==> src/sem_magnitude.sv <==
`timescale 1ns / 1ps
// One channel: Sobel gradients, then an 8-step integer root over cycles.
module sem_magnitude (
   input  logic        clock,
   input  logic        reset,
   input  logic        start,
   input  logic [71:0] win,      // 9 x 8 bit, tap k at [8k+7:8k], already masked
   output logic        done,
   output logic [7:0]  edge_out
);
   logic signed [11:0] gx, gy;
   logic [20:0]        sum_sq_ff, sum_sq_in;
   logic [7:0]         root_ff, root_in;
   logic [3:0]         step_ff, step_in;
   logic               busy_ff, busy_in;
   logic [7:0]         trial;
   logic [15:0]        trial_sq;
   logic [20:0]        rem;
   logic [7:0]         res_ff, res_in;
   logic               done_ff, done_in;

   function automatic logic signed [11:0] tap(input logic [71:0] w, input int k);
      return signed'({4'd0, w[8*k +: 8]});
   endfunction

   // Gradients from the masked window
   always_comb begin
      gx = (tap(win,2) - tap(win,0)) + ((tap(win,5) - tap(win,3)) <<< 1)
         + (tap(win,8) - tap(win,6));
      gy = (tap(win,6) - tap(win,0)) + ((tap(win,7) - tap(win,1)) <<< 1)
         + (tap(win,8) - tap(win,2));
   end

   // Restoring root, one bit per cycle, then rounding
   always_comb begin
      sum_sq_in = sum_sq_ff;
      root_in   = root_ff;
      step_in   = step_ff;
      busy_in   = busy_ff;
      res_in    = res_ff;
      done_in   = 1'b0;
      trial     = root_ff | (8'd1 << step_ff[2:0]);
      trial_sq  = trial * trial;
      rem       = sum_sq_ff - 21'(root_ff) * 21'(root_ff);
      if (start) begin
         // squares are taken at full width before they are summed
         sum_sq_in = 21'(24'(gx) * 24'(gx)) + 21'(24'(gy) * 24'(gy));
         root_in   = '0;
         step_in   = 4'd7;
         busy_in   = 1'b1;
      end else if (busy_ff) begin
         if (step_ff == 4'd15) begin
            busy_in = 1'b0;
            done_in = 1'b1;
            if (sum_sq_ff > 21'd65280)
               res_in = 8'd255;
            else if (rem > 21'(root_ff))
               res_in = root_ff + 8'd1;
            else
               res_in = root_ff;
         end else begin
            if (21'(trial_sq) <= sum_sq_ff)
               root_in = trial;
            step_in = step_ff - 4'd1;
         end
      end
   end

   always_ff @(posedge clock) begin
      if (reset) begin
         busy_ff <= 1'b0;
         done_ff <= 1'b0;
      end else begin
         busy_ff <= busy_in;
         done_ff <= done_in;
      end
      sum_sq_ff <= sum_sq_in;
      root_ff   <= root_in;
      step_ff   <= step_in;
      res_ff    <= res_in;
   end

   assign done     = done_ff;
   assign edge_out = res_ff;
endmodule

==> config.mk <==
export PLATFORM = sky130hd
export DESIGN_NAME = sem_magnitude
export DESIGN_NICKNAME = d
export VERILOG_FILES = /design/src/sem_magnitude.sv
export SDC_FILE = /design/constraint.sdc
export NUM_CORES = 1
export LEC_CHECK = 0
export ABC_CLOCK_PERIOD_IN_PS = 19100
export BUFFER_PORTS_ARGS = -buffer_cell sky130_fd_sc_hd__buf_2
export CAP_MARGIN = 20
export CORE_MARGIN = 2
export CORE_UTILIZATION = 44
export CTS_BUF_LIST = sky130_fd_sc_hd__clkbuf_4 sky130_fd_sc_hd__clkbuf_8
export DETAILED_ROUTE_END_ITERATION = 8
export HOLD_SLACK_MARGIN = 0.1
export PLACE_DENSITY = 0.64
export SYNTH_ARGS = -nofsm -noshare
export SYNTH_HDL_FRONTEND = slang
export SYNTH_SLANG_ARGS = --single-unit
==> constraint.sdc <==
create_clock -name clock -period 19.1 [get_ports clock]
set_input_delay 1.91 -clock clock [delete_from_list [all_inputs] [get_ports clock]]
set_output_delay 1.91 -clock clock [all_outputs]
set_load 0.03 [all_outputs]
# Word-level counts from Yosys, hierarchy flattened
# Index checks and enable logic that the tools add are counted.
# word_totals
regBits,43
latchBits,0
mem_bits_rw,0
rom_bits,0
inputBits,75
word_cells,42
mem_count,0
# classes
addsub,14
n_mul,4
div_mod_pow,0
order_cmp,3
eq_ne,1
n_shift,1
mux,5
bitwise_logic,4
reduce_logical,4
# ops
operator,count
$sub 8x8->9,6
$mul 12x12->21,2
$mul 8x8->16,2
$add 11x9->12,2
$add 9x10->11,2
$add 21x21->21,1
$gt 21x16->1 const B,1
$gt 21x8->1,1
$le 16x21->1,1
$sub 21x16->21,1
$add 8x1->8 const B,1
$mux 8,1
$or 8x8->8,1
$shl 1x3->8 const A,1
$reduce_and 3->1,2
$eq 4x4->1 const B,1
$mux 1,4
$sub 4x1->4 const B,1
$not 1->1,3
$reduce_or 3->1,1
$reduce_and 2->1,1

# Logic depth before layout (Yosys ltp)
# logic_depth
word_depth,5
ltp_mapped,42
ltp_nobuf,41

# Worst setup path before layout
# OpenSTA, ideal clock, no wires.
# synth_timing
path_kind,in2reg
startpoint,in win[64]
endpoint,"reg sum_sq_ff[20], data pin"
setup_time_ns,0.263
arrival_time_ns,10.448
required_time_ns,18.837
slack_ns,8.389
path_stages,39
n_path_buf,0
cell_sequence,inv_1 -> ha_1 -> inv_1 -> fa_1 -> nand2_1 -> nand2_1 -> a21oi_1 -> o21bai_1 -> a21oi_1 -> xnor2_1 -> fa_1 -> inv_1 -> ha_1 -> or2_2 -> a21oi_1 -> a21oi_1 -> and2_1 -> nor2_1 -> [... 3 more ...] -> fa_1 -> inv_1 -> fa_1 -> inv_1 -> fa_1 -> fa_1 -> fa_1 -> inv_1 -> fa_1 -> inv_1 -> ha_1 -> and2_1 -> o21ai_0 -> o21ai_0 -> nor4_1 -> o31a_1 -> o21ai_0 -> xor2_1
# synth_between
elab_chain_cells,4
elab_cells_between_ends,7
# synth_rtl
item,line_no,text
from (decl),7,"input logic [71:0] win,"
"$sub 8x8->9, on equally long branches","29, 31",
"$add 11x9->12, on equally long branches","29, 31",
$mul 12x12->21,47,sum_sq_in = 21'(24'(gx) * 24'(gx)) + 21'(24'(gy) * 24'(gy));
$add 21x21->21 (*),47,
to (signal assigned),77,sum_sq_ff <= sum_sq_in;
to (decl),12,"logic [20:0] sum_sq_ff, sum_sq_in;"
# Mark *: on every way between the ends. The rest lies on a longest branch, timed or not.
# A chain may end at the register's enable or synchronous reset.

# Worst setup path in the final report
# layout_timing
startpoint,in win[49]
endpoint,"reg sum_sq_ff[19], data pin"
# layout_between
elab_chain_cells,5
elab_cells_between_ends,8
# layout_rtl
item,line_no,text
$sub 8x8->9,30,"gy = (tap(win,6) - tap(win,0)) + ((tap(win,7) - tap(win,1)) <<< 1)"
$add 9x10->11,30,
$add 11x9->12,31,"+ (tap(win,8) - tap(win,2));"
$mul 12x12->21,47,
$add 21x21->21 (*),47,
# Marks and branches as above.

==> impl_results.md <==
- Routed via count: between 10000 and 15000
- Relative area change from synthesis to final layout: 6.069%
- Maximum buffer depth of the clock tree: 2
- Number of buffers inserted by port buffering: 75
- Fraction of registers with async set or reset after synthesis: 0%
- Worst slew margin relative to its limit: 31.46%
- Number of optimization iterations in the first detailed-route pass: 7
- Post-synth top area share: 36.21%
- Max stage delay on crit path: 0.68 ns
- Tmin final: about 12 ns
- Critical path data arrival time: 11.81 ns
- Hold Path Cell Cnt: 2
- Post-synthesis simple-gate area fraction: between 10% and 20%
- DR iter-0 viols: approximately 560
- Endpoint of the most critical register-to-register path: root_ff[5]$_SDFFE_PP0P_
- Register area share after synthesis: 6.367%
- Average wire length per cell after detail routing: 15.12 um
- Critical Path Slowest Stage Cell: sky130_fd_sc_hd__xnor2_1
- RD Place Congestion: 0.8621
- Outcome: finished, final reports clean
- Clock tree from TritonCTS: yes
- Startpoint of the worst-slack reg-to-reg timing path: step_ff[0]$_SDFFE_PP1P_
- Number of enable-type register cells in the synthesized netlist: 29
- Via count normalized by instance count: 5.074
- Number of buffers created by CTS: 5
- Worst hold slack: ~0.53 ns
- Placement row count: 74
- Fraction of synthesized area in multiplexers: 0.2284%
- Core ar.: 40740 um2
- Ant. Diodes: 0
- Number of synthesized register bits: 43
- Synthesized-area fraction occupied by adder cells: 53.79%
- Count of final hold-check violations: 0
- Util after Layout: between 40% and 50%
- Dominant combinational cell family by area after synthesis: adder cells
- Final WL: 40.12 mm
- Clock sink count: 43
- Final cycle utilization of the critical path: 61.39%
- Library cells used by synthesis: 74
- Detailed Place HPWL: 35.23 mm
- Synthesized area divided by synthesized cell count: 8.772 um2
- Maximum clock skew at final layout: 0.009695 ns
- Crit path kind: in2reg
- Cells taking the most area after synthesis: sky130_fd_sc_hd__fa_1, sky130_fd_sc_hd__ha_1, sky130_fd_sc_hd__inv_1
- Remaining global-route overflow: 0
- RSZ-0062 raised after global routing: no
- Detail Route Antenna Nets: 0
- Xor and xnor area share after synthesis: under 10%
- Nature of the critical path startpoint: primary input
- Fillcell total: 3951
- Predominant post-synthesis flop cell: sky130_fd_sc_hd__edfxtp_1
- Maximum fanout along the worst path: 8
- Die Y-Extent: 206.7 um
- Total area of multi-input combinational cells: 14740 um2
- Horizontal die dimension: 206.7 um
- Worst R2R Path Depth: 29
- DIE AREA: ~43000 um2
- Max-capacitance violation count: 0
- Count of synthesis-stage warnings from yosys: 0
- Clock transition at the registers of the reported paths: 0.09 ns
- CTS Root Buffer Type: sky130_fd_sc_hd__clkbuf_8
- Data required time of the worst path: 19.19 ns
- Commonest cells post-synth: sky130_fd_sc_hd__inv_1, sky130_fd_sc_hd__fa_1, sky130_fd_sc_hd__ha_1
- Resize count post-CTS: 0
- Register Area: 1151 um2
- Number of global-route vias before repair: 14560
- Cell taking the most area after synthesis: sky130_fd_sc_hd__fa_1
- Largest net degree at the start of global routing: 36
- Io pins: 84
- Final Slew Violations: 0
- Overall track demand over capacity in global routing: 19.95%
- H-tree depth reported by CTS: 2
- Top achievable clock speed: between 0.08 and 0.09 GHz
- Clock latency at the later pin of the worst-skew pair: 0.30 ns
- Summed instance area of the synthesized netlist: 18080 um2
- Setup repair bufs after CTS: 0
- Global-route wire length before repair: 68.72 mm
- Most common cell in the synthesized netlist: sky130_fd_sc_hd__inv_1
- Hold EP: step_ff[3]$_SDFFE_PP0P_
- Final count of negative-setup-slack endpoints: 0
- Antenna violations before repair: 0
- Synthesized-area fraction occupied by ao, oa, aoi and oai cells: 9.405%
- Crit path capture type: flip-flop
- Path category of the worst min-delay check: reg2reg
- Final layout net count: 2776
- Post-synthesis net count: 2717
- Least-Margin Pin Slew: 1.023 ns
- Post-route DRC: 0
- Hold_buf cts: 0
- Source of the worst hold timing path: step_ff[3]$_SDFFE_PP0P_
- Cells after Synth: 2061
- Sum of negative setup slack: 0 ns
- Share of layout cells above drive strength 1: under 10%
- Flop-to-flop setup slack: 12.07 ns
- Starting utilization of the core area: 44.38%
## worst max-delay path by stage
| stage | slack [ns] | to | startpoint | depth (start not counted) |
|---|---|---|---|---|
| detailed placement | 7.04 | sum_sq_ff[19]$_DFFE_PP_ | win[49] | 39 |
| CTS | 7.35 | sum_sq_ff[19]$_DFFE_PP_ | win[49] | 39 |
| floorplan | 8.39 | sum_sq_ff[20]$_DFFE_PP_ | win[64] | 39 |
| global placement | 7.15 | sum_sq_ff[19]$_DFFE_PP_ | win[49] | 39 |
| global route | 6.80 | sum_sq_ff[20]$_DFFE_PP_ | win[49] | 40 |
| finish | 7.37 | sum_sq_ff[19]$_DFFE_PP_ | win[49] | 39 |
## sequential cells by signal, indices dropped and copies added (netlist names)
name / cells
root_ff: 8
edge_out: 8
done: 1
step_ff: 4
busy_ff: 1
sum_sq_ff: 21
## per-layer routing
metal / global-route usage (%) / share of wire (%)
met4: 5.826 / 3.2
met2: 37.09 / 51
met1: 24.83 / 42
met3: 1.303 / 3.7
met5: 0 / 0
## critical path: cells and delay by family
kind / cells / cell delay (ns)
AOI/OAI and AO/OA: 12 / 2.33
xor gates and xnor gates: 3 / 1.00
adders and majority gates: 11 / 4.84
buffers and inverters: 9 / 0.89
and+or+nand+nor: 4 / 0.85
## area by class of cell
cell class	instances	area share (%)
clock buffers	6	0.3980
multi-input cells	1433	76.84
well taps	532	3.471
repair buffers	89	2.492
clock inverters	2	0.06524
flip-flops and latches	43	6.002
inverters	548	10.73
## stage by stage
stage | setup slack, ns | cell area, um2 | instances
after global placement | 7.154 | 19080 | 2643
final | 7.374 | 19180 | 2653
after global routing | 6.795 | 19180 | 2653
after detailed placement | 7.041 | 19080 | 2644
after CTS | 7.347 | 19170 | 2652
after floorplan | 8.389 | 18080 | 2061
## cell usage in the layout, fill, tap and decap left out, types with 5 or more instances in the layout
cell	synthesis	final
sky130_fd_sc_hd__a211oi_1	7	7
sky130_fd_sc_hd__a21o_1	30	30
sky130_fd_sc_hd__a21oi_1	80	80
sky130_fd_sc_hd__a31oi_1	8	8
sky130_fd_sc_hd__and2_1	40	40
sky130_fd_sc_hd__and3_1	7	7
sky130_fd_sc_hd__buf_2	3	76
sky130_fd_sc_hd__buf_4	0	13
sky130_fd_sc_hd__clkbuf_8	0	5
sky130_fd_sc_hd__dfxtp_1	14	14
sky130_fd_sc_hd__edfxtp_1	29	29
sky130_fd_sc_hd__fa_1	327	327
sky130_fd_sc_hd__ha_1	254	254
sky130_fd_sc_hd__inv_1	545	545
sky130_fd_sc_hd__nand2_1	133	133
sky130_fd_sc_hd__nand2b_1	32	32
sky130_fd_sc_hd__nand3_1	20	20
sky130_fd_sc_hd__nand4_1	13	13
sky130_fd_sc_hd__nor2_1	133	133
sky130_fd_sc_hd__nor2b_1	31	31
sky130_fd_sc_hd__nor3_1	17	17
sky130_fd_sc_hd__nor3b_1	5	5
sky130_fd_sc_hd__nor4_1	9	9
sky130_fd_sc_hd__o211ai_1	7	7
sky130_fd_sc_hd__o21a_1	7	7
sky130_fd_sc_hd__o21ai_0	57	57
sky130_fd_sc_hd__o21bai_1	12	12
sky130_fd_sc_hd__o31ai_1	5	5
sky130_fd_sc_hd__or2_2	12	12
sky130_fd_sc_hd__xnor2_1	84	83
sky130_fd_sc_hd__xor2_1	33	33
## cell families after synthesis
| group | after synthesis |
|---|---|
| adder cells (fa/ha/maj) | 581 |
| multiplexers | 4 |
| flip-flops | 43 |
| XOR/XNOR | 117 |
| AND/OR/NAND/NOR | 466 |
| AO/OA/AOI/OAI | 265 |
| buffers and inverters | 585 |
Power is left out: the tool's default activity adds up to more than one toggle a clock period on the data nets, which glitch-free logic cannot reach.
